$ cat src/sv/prvs_pkg.sv
// ----------------------------------------------------------------------------
// prvs_pkg
// Shared types and constants of the page replacement victim selector.
// ----------------------------------------------------------------------------
package prvs_pkg;

  localparam int PAGE_W  = 16;
  localparam int STAMP_W = 32;
  localparam int FIDX_W  = 4;

  // opcodes of an input item
  localparam logic [1:0] OP_LOAD   = 2'd0;
  localparam logic [1:0] OP_ACCESS = 2'd1;
  localparam logic [1:0] OP_EVICT  = 2'd2;
  localparam logic [1:0] OP_CHOOSE = 2'd3;

  // replacement policies
  localparam logic [2:0] POL_FIFO   = 3'd0;
  localparam logic [2:0] POL_CLOCK  = 3'd1;
  localparam logic [2:0] POL_MRU    = 3'd2;
  localparam logic [2:0] POL_RANDOM = 3'd3;
  localparam logic [2:0] POL_OPT    = 3'd4;

  // configuration register indexes
  localparam logic CFG_POLICY = 1'b0;
  localparam logic CFG_SEED   = 1'b1;

  // random generator
  localparam logic [31:0] LCG_MUL = 32'd1103515245;
  localparam logic [31:0] LCG_INC = 32'd12345;
  localparam int          RAND_HI = 30;  // (seed / 65536) % 32768 -> bits 30..16
  localparam int          RAND_W  = 15;

  localparam logic [STAMP_W-1:0] NEVER_USED = '1;

  typedef enum logic [1:0] {
    CMD_LOAD,
    CMD_ACCESS,
    CMD_EVICT,
    CMD_CHOOSE
  } cmd_kind_t;

  typedef struct packed {
    cmd_kind_t           kind;
    logic [FIDX_W-1:0]   frame_index;
    logic [PAGE_W-1:0]   page;
    logic [STAMP_W-1:0]  stamp;
    logic [STAMP_W-1:0]  next_ref;
  } cmd_t;

  typedef struct packed {
    logic [PAGE_W-1:0] page;
    logic [FIDX_W-1:0] frame;
    logic              found;
  } res_t;

  typedef enum logic [3:0] {
    ST_IDLE,
    ST_QRD,
    ST_MSCAN,
    ST_CLK,
    ST_CFALL,
    ST_RCNT,
    ST_LCG,
    ST_DIV,
    ST_RSEL,
    ST_PAGE,
    ST_DONE
  } back_state_t;

endpackage

$ cat src/sv/prvs_front.sv
// ----------------------------------------------------------------------------
// prvs_front
// Accepts input items, classifies them and holds them in a two-entry queue.
// ----------------------------------------------------------------------------
module prvs_front
  import prvs_pkg::*;
#(
  parameter int FRAME_COUNT = 16
) (
  input  logic               clk,
  input  logic               rst_n,
  input  logic               in_valid,
  output logic               in_stall,
  input  logic [1:0]         in_opcode,
  input  logic [FIDX_W-1:0]  in_frame_index,
  input  logic [PAGE_W-1:0]  in_page_number,
  input  logic [STAMP_W-1:0] in_time_stamp,
  input  logic [STAMP_W-1:0] in_next_use_position,
  output logic               cmd_valid,
  output cmd_t               cmd,
  input  logic               cmd_pop
);

  cmd_t       q_r [2];
  logic       wr_ptr_r, wr_ptr_nxt;
  logic       rd_ptr_r, rd_ptr_nxt;
  logic [1:0] cnt_r, cnt_nxt;
  cmd_t       cls;
  logic       keep;
  logic       push;

  // classify: out-of-range frames are dropped (not for choose), load of page zero is an evict
  always_comb begin
    cls.frame_index = in_frame_index;
    cls.page        = in_page_number;
    cls.stamp       = in_time_stamp;
    cls.next_ref    = in_next_use_position;
    keep            = 1'b1;
    case (in_opcode)
      OP_CHOOSE: cls.kind = CMD_CHOOSE;
      OP_LOAD:   cls.kind = (in_page_number != '0) ? CMD_LOAD : CMD_EVICT;
      OP_ACCESS: cls.kind = CMD_ACCESS;
      default:   cls.kind = CMD_EVICT;
    endcase
    if (in_opcode != OP_CHOOSE && 32'(in_frame_index) >= 32'(FRAME_COUNT)) begin
      keep = 1'b0;
    end
  end

  assign in_stall  = (cnt_r == 2'd2);
  assign push      = in_valid && !in_stall && keep;
  assign cmd_valid = (cnt_r != 2'd0);
  assign cmd       = q_r[rd_ptr_r];

  always_comb begin
    wr_ptr_nxt = push ? ~wr_ptr_r : wr_ptr_r;
    rd_ptr_nxt = cmd_pop ? ~rd_ptr_r : rd_ptr_r;
    cnt_nxt    = cnt_r + 2'(push) - 2'(cmd_pop);
  end

  always_ff @(posedge clk) begin
    if (!rst_n) begin
      wr_ptr_r <= 1'b0;
      rd_ptr_r <= 1'b0;
      cnt_r    <= 2'd0;
    end else begin
      wr_ptr_r <= wr_ptr_nxt;
      rd_ptr_r <= rd_ptr_nxt;
      cnt_r    <= cnt_nxt;
    end
  end

  always_ff @(posedge clk) begin
    if (push) begin
      q_r[wr_ptr_r] <= cls;
    end
  end

endmodule

$ cat src/sv/prvs_back.sv
// ----------------------------------------------------------------------------
// prvs_back
// Frame table, FIFO page queue and the sequencer that applies events and
// picks a victim under the configured policy.
// ----------------------------------------------------------------------------
module prvs_back
  import prvs_pkg::*;
#(
  parameter int FRAME_COUNT = 16,
  parameter int QUEUE_DEPTH = 16
) (
  input  logic        clk,
  input  logic        rst_n,
  input  logic [2:0]  policy,
  input  logic        seed_ld,
  input  logic [31:0] seed_val,
  input  logic        cmd_valid,
  input  cmd_t        cmd,
  output logic        cmd_pop,
  output logic        res_valid,
  output res_t        res,
  input  logic        res_take
);

  localparam int FIW = $clog2(FRAME_COUNT);
  localparam int IW  = $clog2(FRAME_COUNT + 1);
  localparam int QIW = $clog2(QUEUE_DEPTH);
  localparam int QCW = $clog2(QUEUE_DEPTH + 1);

  back_state_t state_r, state_nxt;

  logic [FRAME_COUNT-1:0] occ_r, ref_r;
  logic [PAGE_W-1:0]      mem_page [FRAME_COUNT];
  logic [STAMP_W-1:0]     mem_last [FRAME_COUNT];
  logic [STAMP_W-1:0]     mem_next [FRAME_COUNT];
  logic [PAGE_W-1:0]      rd_page_r;
  logic [STAMP_W-1:0]     rd_last_r, rd_next_r;

  logic [PAGE_W-1:0]      q_mem [QUEUE_DEPTH];
  logic [QIW-1:0]         q_head_r, q_tail_r;
  logic [QCW-1:0]         q_cnt_r;
  logic [PAGE_W-1:0]      cand_r;

  logic [FIW-1:0]         hand_r;
  logic [31:0]            seed_r;
  logic [IW-1:0]          idx_r, n_r, cnt_r, k_r;
  logic [IW-1:0]          rem_r;
  logic [3:0]             step_r;
  logic                   pv_r;
  logic [FIW-1:0]         pidx_r;
  logic                   have_r;
  logic [STAMP_W-1:0]     best_val_r;
  logic [FIW-1:0]         best_r;
  logic [FIW-1:0]         victim_r;
  logic                   found_r;

  logic [FIW-1:0]         fidx, cmd_f, hand_inc;
  logic                   issue, scan_done, occ_p, mscan_hit, clk_sweep, clk_hit;
  logic                   ev_load, ev_access, ev_evict, q_push;
  logic [FIW-1:0]         rd_addr;
  logic [IW:0]            rem_sh;
  logic [31:0]            seed_fix;

  assign fidx      = idx_r[FIW-1:0];
  assign cmd_f     = FIW'(cmd.frame_index);
  assign hand_inc  = (hand_r == FIW'(FRAME_COUNT - 1)) ? '0 : hand_r + 1'b1;
  assign issue     = (state_r == ST_MSCAN) && (idx_r != IW'(FRAME_COUNT));
  assign scan_done = (idx_r == IW'(FRAME_COUNT)) && !pv_r;
  assign occ_p     = occ_r[pidx_r];
  assign mscan_hit = pv_r && occ_p &&
                     (((policy == POL_FIFO) && (rd_page_r == cand_r)) ||
                      ((policy == POL_OPT) && (rd_next_r == NEVER_USED)));
  assign clk_sweep = (n_r != IW'(FRAME_COUNT));
  assign clk_hit   = clk_sweep && occ_r[hand_r] && !ref_r[hand_r];
  assign rem_sh    = {rem_r, seed_r[5'(RAND_HI) - {1'b0, step_r}]};
  assign seed_fix  = (seed_r == '0) ? 32'd1 : seed_r;

  // next state
  always_comb begin
    state_nxt = state_r;
    case (state_r)
      ST_IDLE: begin
        if (cmd_valid && cmd.kind == CMD_CHOOSE) begin
          case (policy)
            POL_FIFO:   state_nxt = (q_cnt_r == '0) ? ST_DONE : ST_QRD;
            POL_CLOCK:  state_nxt = ST_CLK;
            POL_MRU:    state_nxt = ST_MSCAN;
            POL_OPT:    state_nxt = ST_MSCAN;
            POL_RANDOM: state_nxt = ST_RCNT;
            default:    state_nxt = ST_DONE;
          endcase
        end
      end
      ST_QRD: state_nxt = ST_MSCAN;
      ST_MSCAN: begin
        if (mscan_hit) begin
          state_nxt = ST_PAGE;
        end else if (scan_done) begin
          if (policy == POL_FIFO) begin
            state_nxt = (q_cnt_r != '0) ? ST_QRD : ST_DONE;
          end else begin
            state_nxt = have_r ? ST_PAGE : ST_DONE;
          end
        end
      end
      ST_CLK: begin
        if (clk_hit) begin
          state_nxt = ST_PAGE;
        end else if (!clk_sweep) begin
          state_nxt = ST_CFALL;
        end
      end
      ST_CFALL: begin
        if (idx_r == IW'(FRAME_COUNT)) begin
          state_nxt = ST_DONE;
        end else if (occ_r[fidx]) begin
          state_nxt = ST_PAGE;
        end
      end
      ST_RCNT: begin
        if (idx_r == IW'(FRAME_COUNT)) begin
          state_nxt = (cnt_r == '0) ? ST_DONE : ST_LCG;
        end
      end
      ST_LCG: state_nxt = ST_DIV;
      ST_DIV: begin
        if (step_r == 4'(RAND_W - 1)) begin
          state_nxt = ST_RSEL;
        end
      end
      ST_RSEL: begin
        if (idx_r == IW'(FRAME_COUNT)) begin
          state_nxt = ST_DONE;
        end else if (occ_r[fidx] && k_r == rem_r) begin
          state_nxt = ST_PAGE;
        end
      end
      ST_PAGE: state_nxt = ST_DONE;
      ST_DONE: begin
        if (res_take) begin
          state_nxt = ST_IDLE;
        end
      end
      default: state_nxt = ST_IDLE;
    endcase
  end

  // outputs and strobes
  always_comb begin
    cmd_pop   = (state_r == ST_IDLE) && cmd_valid;
    ev_load   = cmd_pop && (cmd.kind == CMD_LOAD);
    ev_access = cmd_pop && (cmd.kind == CMD_ACCESS) && occ_r[cmd_f];
    ev_evict  = cmd_pop && (cmd.kind == CMD_EVICT);
    q_push    = ev_load && (policy == POL_FIFO) && (q_cnt_r != QCW'(QUEUE_DEPTH));
    rd_addr   = issue ? fidx : victim_r;
    res_valid = (state_r == ST_DONE);
    res.found = found_r;
    res.frame = found_r ? FIDX_W'(victim_r) : '0;
    res.page  = found_r ? rd_page_r : '0;
  end

  // frame table and queue storage
  always_ff @(posedge clk) begin
    if (ev_load) begin
      mem_page[cmd_f] <= cmd.page;
    end
    if (ev_load || ev_access) begin
      mem_last[cmd_f] <= cmd.stamp;
      mem_next[cmd_f] <= cmd.next_ref;
    end
    rd_page_r <= mem_page[rd_addr];
    rd_last_r <= mem_last[rd_addr];
    rd_next_r <= mem_next[rd_addr];
  end

  always_ff @(posedge clk) begin
    if (q_push) begin
      q_mem[q_tail_r] <= cmd.page;
    end
    if (state_r == ST_QRD) begin
      cand_r <= q_mem[q_head_r];
    end
  end

  // control state and datapath
  always_ff @(posedge clk) begin
    if (!rst_n) begin
      state_r    <= ST_IDLE;
      occ_r      <= '0;
      ref_r      <= '0;
      q_head_r   <= '0;
      q_tail_r   <= '0;
      q_cnt_r    <= '0;
      hand_r     <= '0;
      seed_r     <= 32'd1;
      idx_r      <= '0;
      n_r        <= '0;
      cnt_r      <= '0;
      k_r        <= '0;
      rem_r      <= '0;
      step_r     <= '0;
      pv_r       <= 1'b0;
      pidx_r     <= '0;
      have_r     <= 1'b0;
      best_val_r <= '0;
      best_r     <= '0;
      victim_r   <= '0;
      found_r    <= 1'b0;
    end else begin
      state_r <= state_nxt;
      pv_r    <= issue;
      pidx_r  <= fidx;
      if (seed_ld) begin
        seed_r <= seed_val;
      end
      case (state_r)
        ST_IDLE: begin
          idx_r   <= '0;
          n_r     <= '0;
          cnt_r   <= '0;
          have_r  <= 1'b0;
          found_r <= 1'b0;
          if (ev_load) begin
            occ_r[cmd_f] <= 1'b1;
            ref_r[cmd_f] <= 1'b0;
          end
          if (ev_access) begin
            ref_r[cmd_f] <= 1'b1;
          end
          if (ev_evict) begin
            occ_r[cmd_f] <= 1'b0;
            ref_r[cmd_f] <= 1'b0;
          end
          if (q_push) begin
            q_tail_r <= (q_tail_r == QIW'(QUEUE_DEPTH - 1)) ? '0 : q_tail_r + 1'b1;
            q_cnt_r  <= q_cnt_r + 1'b1;
          end
        end
        ST_QRD: begin
          // pop the head; the candidate is checked against the table
          q_head_r <= (q_head_r == QIW'(QUEUE_DEPTH - 1)) ? '0 : q_head_r + 1'b1;
          q_cnt_r  <= q_cnt_r - 1'b1;
          idx_r    <= '0;
        end
        ST_MSCAN: begin
          if (issue) begin
            idx_r <= idx_r + 1'b1;
          end
          if (mscan_hit) begin
            victim_r <= pidx_r;
            found_r  <= 1'b1;
          end else if (scan_done) begin
            victim_r <= best_r;
            found_r  <= have_r && (policy != POL_FIFO);
          end else if (pv_r && occ_p) begin
            if (policy == POL_MRU && (!have_r || rd_last_r >= best_val_r)) begin
              have_r     <= 1'b1;
              best_r     <= pidx_r;
              best_val_r <= rd_last_r;
            end
            if (policy == POL_OPT && (!have_r || rd_next_r > best_val_r)) begin
              have_r     <= 1'b1;
              best_r     <= pidx_r;
              best_val_r <= rd_next_r;
            end
          end
        end
        ST_CLK: begin
          if (clk_sweep) begin
            hand_r <= hand_inc;
            n_r    <= n_r + 1'b1;
            if (clk_hit) begin
              victim_r <= hand_r;
              found_r  <= 1'b1;
            end else if (occ_r[hand_r]) begin
              ref_r[hand_r] <= 1'b0;
            end
          end
        end
        ST_CFALL: begin
          if (idx_r != IW'(FRAME_COUNT)) begin
            idx_r <= idx_r + 1'b1;
            if (occ_r[fidx]) begin
              victim_r <= fidx;
              found_r  <= 1'b1;
              hand_r   <= (fidx == FIW'(FRAME_COUNT - 1)) ? '0 : fidx + 1'b1;
            end
          end
        end
        ST_RCNT: begin
          if (idx_r != IW'(FRAME_COUNT)) begin
            idx_r <= idx_r + 1'b1;
            cnt_r <= cnt_r + IW'(occ_r[fidx]);
          end
        end
        ST_LCG: begin
          seed_r <= 32'(seed_fix * LCG_MUL + LCG_INC);
          rem_r  <= '0;
          step_r <= '0;
        end
        ST_DIV: begin
          // restoring remainder, one dividend bit per cycle
          step_r <= step_r + 1'b1;
          rem_r  <= (rem_sh >= {1'b0, cnt_r}) ? IW'(rem_sh - {1'b0, cnt_r}) : IW'(rem_sh);
          idx_r  <= '0;
          k_r    <= '0;
        end
        ST_RSEL: begin
          if (idx_r != IW'(FRAME_COUNT)) begin
            idx_r <= idx_r + 1'b1;
            if (occ_r[fidx]) begin
              k_r <= k_r + 1'b1;
              if (k_r == rem_r) begin
                victim_r <= fidx;
                found_r  <= 1'b1;
              end
            end
          end
        end
        default: begin
        end
      endcase
    end
  end

endmodule

$ cat src/sv/page_replacement_victim_selector_top.sv
// ----------------------------------------------------------------------------
// page_replacement_victim_selector_top
// Frame table with a victim selector for FIFO, clock, MRU, random and
// optimal replacement.
// ----------------------------------------------------------------------------
// Load, access and evict items pass through the command queue to the table
// and sustain one item per cycle while the back sequencer is idle. A
// choose-victim item works one frame per cycle through the table in the
// back sequencer: FIFO, MRU and optimal scan the table (FIFO repeats the
// scan for each stale queue entry it pops), clock sweeps the hand over every
// frame and then falls back to the lowest occupied frame, and random counts
// occupancy, takes an LCG step, forms the remainder bit by bit and walks to
// the selected frame. A two-entry command queue lets the input keep accepting
// while the back is busy, and the output register holds a finished result
// while the back takes the next item. There is no clearing pass after reset.
// ----------------------------------------------------------------------------
module page_replacement_victim_selector_top
  import prvs_pkg::*;
#(
  parameter int FRAME_COUNT = 16,
  parameter int QUEUE_DEPTH = 16
) (
  input  logic               clk,
  input  logic               rst_n,
  input  logic               cfg_wr_en,
  input  logic               cfg_index,
  input  logic [31:0]        cfg_wdata,
  input  logic               in_valid,
  output logic               in_stall,
  input  logic [1:0]         in_opcode,
  input  logic [FIDX_W-1:0]  in_frame_index,
  input  logic [PAGE_W-1:0]  in_page_number,
  input  logic [STAMP_W-1:0] in_time_stamp,
  input  logic [STAMP_W-1:0] in_next_use_position,
  output logic               out_valid,
  input  logic               out_stall,
  output logic [PAGE_W-1:0]  out_victim_page,
  output logic [FIDX_W-1:0]  out_victim_frame,
  output logic               out_victim_found
);

  logic [2:0] policy_r;
  logic       seed_ld;
  logic       cmd_valid, cmd_pop;
  cmd_t       cmd;
  logic       res_valid, res_take;
  res_t       res;
  logic       out_valid_r;
  res_t       out_r;

  // configuration: policy is held here, the seed is loaded into the back
  assign seed_ld = cfg_wr_en && (cfg_index == CFG_SEED);

  always_ff @(posedge clk) begin
    if (!rst_n) begin
      policy_r <= POL_FIFO;
    end else if (cfg_wr_en && cfg_index == CFG_POLICY) begin
      policy_r <= cfg_wdata[2:0];
    end
  end

  prvs_front #(
    .FRAME_COUNT(FRAME_COUNT)
  ) u_front (
    .clk                  (clk),
    .rst_n                (rst_n),
    .in_valid             (in_valid),
    .in_stall             (in_stall),
    .in_opcode            (in_opcode),
    .in_frame_index       (in_frame_index),
    .in_page_number       (in_page_number),
    .in_time_stamp        (in_time_stamp),
    .in_next_use_position (in_next_use_position),
    .cmd_valid            (cmd_valid),
    .cmd                  (cmd),
    .cmd_pop              (cmd_pop)
  );

  prvs_back #(
    .FRAME_COUNT(FRAME_COUNT),
    .QUEUE_DEPTH(QUEUE_DEPTH)
  ) u_back (
    .clk       (clk),
    .rst_n     (rst_n),
    .policy    (policy_r),
    .seed_ld   (seed_ld),
    .seed_val  (cfg_wdata),
    .cmd_valid (cmd_valid),
    .cmd       (cmd),
    .cmd_pop   (cmd_pop),
    .res_valid (res_valid),
    .res       (res),
    .res_take  (res_take)
  );

  // output register: take a new result whenever the slot is empty or drains
  assign res_take = !out_valid_r || !out_stall;

  always_ff @(posedge clk) begin
    if (!rst_n) begin
      out_valid_r <= 1'b0;
    end else if (res_take) begin
      out_valid_r <= res_valid;
    end
  end

  always_ff @(posedge clk) begin
    if (res_take && res_valid) begin
      out_r <= res;
    end
  end

  assign out_valid        = out_valid_r;
  assign out_victim_page  = out_r.page;
  assign out_victim_frame = out_r.frame;
  assign out_victim_found = out_r.found;

  // a missing victim reports page and frame zero
  a_none_zero : assert property (@(posedge clk) disable iff (!rst_n)
    out_valid && !out_victim_found |-> out_victim_page == '0 && out_victim_frame == '0)
    else $error("no-victim result carries a page or frame");

  // an occupied frame never holds page zero
  a_found_page : assert property (@(posedge clk) disable iff (!rst_n)
    out_valid && out_victim_found |-> out_victim_page != '0)
    else $error("victim found with page zero");

  // reset empties the output register
  a_reset_out : assert property (@(posedge clk)
    !rst_n |=> !out_valid)
    else $error("result present after reset");

endmodule

$ cat config.mk
export PLATFORM = sky130hd
export DESIGN_NAME = page_replacement_victim_selector_top
export DESIGN_NICKNAME = d
export VERILOG_FILES = /design/src/sv/prvs_pkg.sv /design/src/sv/prvs_front.sv /design/src/sv/prvs_back.sv /design/src/sv/page_replacement_victim_selector_top.sv
export SDC_FILE = /design/constraint.sdc
export NUM_CORES = 2
export LEC_CHECK = 0
export BUFFER_PORTS_ARGS = -buffer_cell sky130_fd_sc_hd__buf_2
export CORE_ASPECT_RATIO = 1.25
export CORE_UTILIZATION = 32
export CTS_CLUSTER_SIZE = 14
export DETAILED_ROUTE_END_ITERATION = 8
export GPL_TIMING_DRIVEN = 0
export PLACE_DENSITY = 0.5
export SYNTH_ARGS = -nofsm -noshare
export SYNTH_HDL_FRONTEND = slang
export SYNTH_SLANG_ARGS = --single-unit
$ cat constraint.sdc
create_clock -name clk -period 12.85 [get_ports clk]
set_input_delay 0 -clock clk [delete_from_list [all_inputs] [get_ports clk]]
set_output_delay 0 -clock clk [all_outputs]
set_load 0.1 [all_outputs]
---- Yosys cells after proc, flatten, opt, wreduce, memory -nomap -nowiden ----
Memory sizes are Yosys's and may differ from the RTL's. A register that Yosys moved wholly into a read port is not among the register bits.
Cells that the tools add are included.
storage, ports and cells
  bits in registers ....................... 190
  bits in latches ......................... 0
  memory bits (writable) .................. 1708
  memory bits (read-only) ................. 0
  input bits .............................. 124
  memories kept ........................... 5
memory list
  name             words  width  rd ports  clocked after Yosys merged registers in  write ports  line              RTL
  u_back.mem_last  16     32     1         1                                        1            prvs_back.sv:34   logic [STAMP_W-1:0] mem_last [FRAME_COUNT];
  u_back.mem_next  16     32     1         1                                        1            prvs_back.sv:35   logic [STAMP_W-1:0] mem_next [FRAME_COUNT];
  u_back.mem_page  16     16     1         1                                        1            prvs_back.sv:33   logic [PAGE_W-1:0] mem_page [FRAME_COUNT];
  u_back.q_mem     16     16     1         1                                        1            prvs_back.sv:39   logic [PAGE_W-1:0] q_mem [QUEUE_DEPTH];
  u_front.q_r      2      86     1         1                                        1            prvs_front.sv:24  cmd_t q_r [2];
operators by class
  add/sub/neg operators ................... 16
  $mul .................................... 1
  div/mod/pow operators ................... 0
  $lt $le $gt $ge ......................... 10
  equality and inequality tests ........... 57
  shifts and indexed selects .............. 0
  mux-type cells .......................... 119
  bitwise logic cells ..................... 13
  reductions and logical operators ........ 76
operators with widths
  operator                count
  $mux 16                 14
  $mux 32                 5
  $mux 4                  35
  $and 16x16->16          4
  $pmux 5 s2              5
  $pmux 4 s11             1
  $mux 5                  8
  $add 32x14->32 const B  1
  $eq 32x32->1 const B    1
  $eq 4x4->1 const B      8
  $ge 32x32->1            1
  $gt 32x32->1            1
  $logic_not 32->1        1
  $mul 32x31->32 const B  1
  $mux 1                  32
  $ne 2x1->1 const B      16
  $not 16->16             2
  $or 16x16->16           2
  $pmux 16 s2             1
  $pmux 4 s4              2
  $logic_and 1x1->1       26
  $add 4x1->4 const B     5
  $add 5x1->5 const B     4
  $bmux 1 s4              5
  other kinds (53)        111

---- Longest topological paths before layout ----
  word-level depth ........................ 16
  gate-level depth with buffers ........... 28
  mapped depth without buffers ............ 27

---- By module ----
From an unflattened synthesis, not the netlist that was laid out.
second synthesis, totals
  cell total of the unflattened synthesis .. 5380
  area, all modules ....................... 88645.0 um^2
by module, submodules not included
  module                                instances  cells each  area an instance (um^2)  seq. area each (um^2)
  prvs_back                             1          5038        81159.1                  51429.3
  prvs_front                            1          302         6681.4                   5265.0
  page_replacement_victim_selector_top  1          40          804.5                    710.7

---- Least setup slack after synthesis ----
Ideal clock, no wire load.
  path type ............................... register to register
  start point ............................. register u_back.state_r[3]
  end point ............................... memory u_back.mem_last[11][0] (enable)
  data arrival time ....................... 6462 ps
  data required time ...................... 12286 ps
  setup slack ............................. 5824 ps
  stages on the path, launching flop included .. 9
  period minus slack after synthesis ...... 7026 ps
  cells stage by stage .................... dfxtp_1 > buf_2 > or4_4 > buf_2 > nor2_1 > nand2_1 > a211oi_2 > a21oi_1 > nor3_1
on the way
  word-level cells in the longest chain between the ends .. 7
  elaborated cells between the ends (all ways) .. 8
ends and longest elaborated chain
  what                             line                                        RTL
  start: declaration               prvs_back.sv:30                             back_state_t state_r, state_nxt;
  start signal: assignment         prvs_back.sv:210                            state_r <= state_nxt;
  $logic_not 4->1 *                prvs_back.sv:150                            cmd_pop = (state_r == ST_IDLE) && cmd_valid;
  $logic_and 1x1->1 *              prvs_back.sv:150
  via cmd_pop                      page_replacement_victim_selector_top.sv:44  logic cmd_valid, cmd_pop;
  $logic_and 1x1->1 (2 in series)  prvs_back.sv:152                            ev_access = cmd_pop && (cmd.kind == CMD_ACCESS) && occ_r[cmd_f];
  $logic_or 1x1->1 *               prvs_back.sv:167                            if (ev_load || ev_access) begin
  $mux 1 *                         prvs_back.sv:167
  $mux 1 (implied by the code) *   prvs_back.sv:168                            mem_last[cmd_f] <= cmd.stamp;
  end: declaration                 prvs_back.sv:34
The timed path passes the listed nets; every way through them passes the cells marked *.

---- Final worst setup path ----
  start point ............................. register u_back.seed_r[7]
  end point ............................... register u_back.seed_r[25]
on the way
  word-level cells in the longest chain between the ends .. 5
ends and longest elaborated chain
  what                      line              RTL
  start: declaration        prvs_back.sv:45   logic [31:0] seed_r;
  start signal: assignment  prvs_back.sv:214  seed_r <= seed_val;
  start signal: assignment  prvs_back.sv:297  seed_r <= 32'(seed_fix * LCG_MUL + LCG_INC);
  $logic_not 32->1          prvs_back.sv:76   assign seed_fix = (seed_r == '0) ? 32'd1 : seed_r;
  $mux 32 *                 prvs_back.sv:76
  $mul 32x31->32 *          prvs_back.sv:297
  $add 32x14->32 *          prvs_back.sv:297
  $mux 32 *                 prvs_back.sv:216  case (state_r)
Mark *: on every way between the ends. The rest lies on a longest branch, timed or not.
A chain may end at the register's enable or synchronous reset.

==> results_dict.tcl <==
set metrics [dict create \
    hold_path_class "primary input to flop" \
    multi_input_area_sq_um 28270 \
    syn_area_per_cell_sq_um 16.31 \
    track_usage_pct 17.41 \
    endpoint_kind "flop" \
    layout.nets 6697 \
    grt_pass1_wl_mm 356.0 \
    cts_hold_buf 242 \
    grt_pass1_vias 51690 \
    leakagePower_nw 36.83 \
    nFillCells 25360 \
    status "completed" \
    synth_seq_cells 1995 \
    holdWs_ps 54.85 \
    place_inst 9230 \
    synthCells 5406 \
    initial_core_util_pct 32.18 \
    setup_viol 0 \
    num_rows 215 \
    hpwlAfterDp_mm 174.4 \
    grt_max_degree 49 \
    dr_total_vias 49230 \
    design_area_sq_um 104800 \
    dr.pass1.iters 5 \
    synth-seq-area-share_pct 65.09 \
    fmax_mhz 118.3 \
    overflow 0 \
    yosys_warnings 0 \
    worst_pin_slew_ps 1472 \
    place_ws_ps 4685 \
    drc 0 \
    gp_congestion 0.8718 \
    core-area_sq_um 274100 \
    routed_wirelength_mm 243.7 \
    wl_per_cell_um 24.73 \
    ioPinCount 147 \
    timing.final.crit_share_pct 65.79 \
    drv_cap 0 \
    fin_crit_ps 8453 \
    cellPowerDensity_nw_per_um2 196.6 \
    netlist_area_sq_um 88200 \
    tns_ps 0 \
    cts_resized 0 \
    clockBufferDepth 4 \
    rsz0062_at_grt "false" \
    finalWorstSetupSlack_ps 4397 \
    synth_edf_count 1745 \
    drtIter0Drc 3934 \
    cts_tree "yes" \
    timing.final.max_slew_violations 0 \
    ys_types 80 \
    grt_antenna_before_repair 11 \
    cts_max_level 4 \
    total_power_mw 20.59 \
    clk_latency_ps 880 \
    synthArstFlopShare_pct 0 \
    worst_ep_arrival_time_ps 9240 \
    synth_ff_type "edfxtp_1" \
    finalHoldViolCount 0 \
    die_w_um 471.6 \
    cp-start-kind "flop" \
    die_height_um 589.0 \
    port_buffers 145 \
    crit_type "flop to flop" \
    regArea_sq_um 57410 \
    cts_setup_buffers 0 \
    slew_headroom_pct 1.862 \
    critPathRequiredTime_ps 13640 \
    final-instance-count-excl-fill 9853 \
    die-area_sq_um 277700 \
    final_core_util_pct 38.21 \
    fin_skew_ps 83.18 \
    cts_buffers 208 \
    drtAntennaViolNets 0 \
    syn-num-nets 6001 \
    cts.clk_slew.worst_paths_ps 60 \
    cp_max_fo 10 \
    drive_gt1_share_pct 19.81 \
    cts_root_buffer "clkbuf_16" \
    syn_to_final_growth_pct 18.77 \
    clock-sinks 1995 \
    dpl-instance-area_sq_um 95550 \
    via_per_inst 4.996 \
    ir_worst_vdd_mv 0.1064 \
]
==> placed cells by master (no fill, tap or decap), types with 82 or more instances in the layout <==
cell type / count
dfxtp_1: 250
mux4_2: 426
clkbuf_1: 228
mux2_2: 113
mux2i_1: 82
nor2_1: 145
and2_1: 118
o21ai_0: 82
clkbuf_16: 215
nand2_1: 423
a211oi_1: 90
inv_1: 436
edfxtp_1: 1745
ha_1: 291
fa_1: 180
a31oi_1: 93
a21oi_1: 107
dlygate4sd3_1: 242
buf_2: 187
==> synthesized netlist by cell type (all sizes together) (10+ instances only) <==
cell,count,area (sq um)
nor4,23,165.2
fa,180,3603
mux4,426,9594
mux2,113,1272
dfxtp,250,5005
nor2b,24,150.1
nand4,31,193.9
xnor2,60,525.5
a21oi,109,556.8
nand2b,24,150.1
nand3,38,190.2
a211oi,92,708.2
a22oi,17,127.6
a21o,28,210.2
nor2,189,711.9
a311oi,15,131.4
nor3,34,175.2
edfxtp,1745,52400
and2,118,738.2
xor2,61,534.3
or2,12,75.08
mux2i,87,882.1
a31oi,93,581.8
ha,291,3641
inv,437,1640
a221oi,10,87.58
buf,80,439.2
o21ai,83,415.4
o211ai,34,255.2
clkbuf,191,716.9
nand2,425,1600
==> worst max-delay path: stages, from the launching register on <==
cell and delay, ps:
dfxtp_1 490, clkbuf_1 570, nor4_1 160, nand4_1 160, o21bai_2 120, buf_8 190, ha_1 690, ha_1 240
inv_1 50, fa_1 400, fa_1 510, inv_1 40, ha_1 260, inv_1 50, fa_1 520, inv_1 50
fa_1 400, fa_1 430, ha_1 430, or2_2 330, a21oi_1 140, a21oi_1 60, o21ai_0 500, o21ai_0 300
a21bo_2 300, xnor2_1 130, a221oi_1 280, dlygate4sd3_1 580
==> logic make-up (layout without fill, tap and decap cells) <==
group | after synthesis | count (layout) | share of synthesized area [%]
other | 0 | 5 | 0
adders and majority gates | 471 | 471 | 8.214
xor gates and xnor gates | 121 | 121 | 1.202
and+or+nand+nor | 947 | 947 | 4.971
DFF | 1995 | 1995 | 65.09
buffers and inverters | 708 | 1570 | 3.171
muxes | 626 | 626 | 13.32
AOI/OAI and AO/OA | 538 | 538 | 4.036
==> path summary, 6_finish.rpt <==
check                                              from               endpoint  slack, ps  cells after the start
worst max register to register         u_back.seed_r[7]      u_back.seed_r[25]       4400                     27
worst min register to register    u_back.best_val_r[12]  u_back.best_val_r[12]        460                      2
worst max-delay path                   u_back.seed_r[7]      u_back.seed_r[25]       4400                     27
worst min-delay path            in_next_use_position[2]      u_front.q_r[0][2]         50                      2
==> metal layers <==
metal / routed length [um] / GRT usage (%) / vias to the layer above
met1: 99840 / 21.68 / 25790
met5: 0 / 0 / -
met3: 10170 / 2.225 / 385
li1: - / - / 21880
met4: 7855 / 5.418 / 0
met2: 125800 / 31.19 / 1173
==> power breakdown <==
part | switching [mW] | leakage (nW) | internal (mW)
logic | 3.95 | 15.7 | 2.42
clock network | 2.58 | 3.32 | 3.47
registers | 0.273 | 17.8 | 7.89
total | 6.81 | 36.8 | 13.8
==> sequential cells by signal, summed over array words and instances, names as in the netlist, 32 cells and up, named ones only <==
register	count
u_back.mem_last	512
u_back.mem_next	512
u_back.mem_page	256
u_back.q_mem	256
u_front.q_r	172
u_back.best_val_r	32
u_back.rd_last_r	32
u_back.rd_next_r	32
u_back.seed_r	32
==> cell type report <==
class | count | share of cell area [%]
Sequential cell | 1995 | 54.80
Multi-Input combinational cell | 2703 | 26.98
Clock buffer | 264 | 5.388
Timing Repair Buffer | 486 | 4.788
Tap cell | 3580 | 4.276
Inverter | 437 | 1.566
Buffer | 271 | 1.108
Clock inverter | 112 | 1.077
Antenna cell | 5 | 0.01194
No activity file was read; power rests on OpenSTA's default activity.
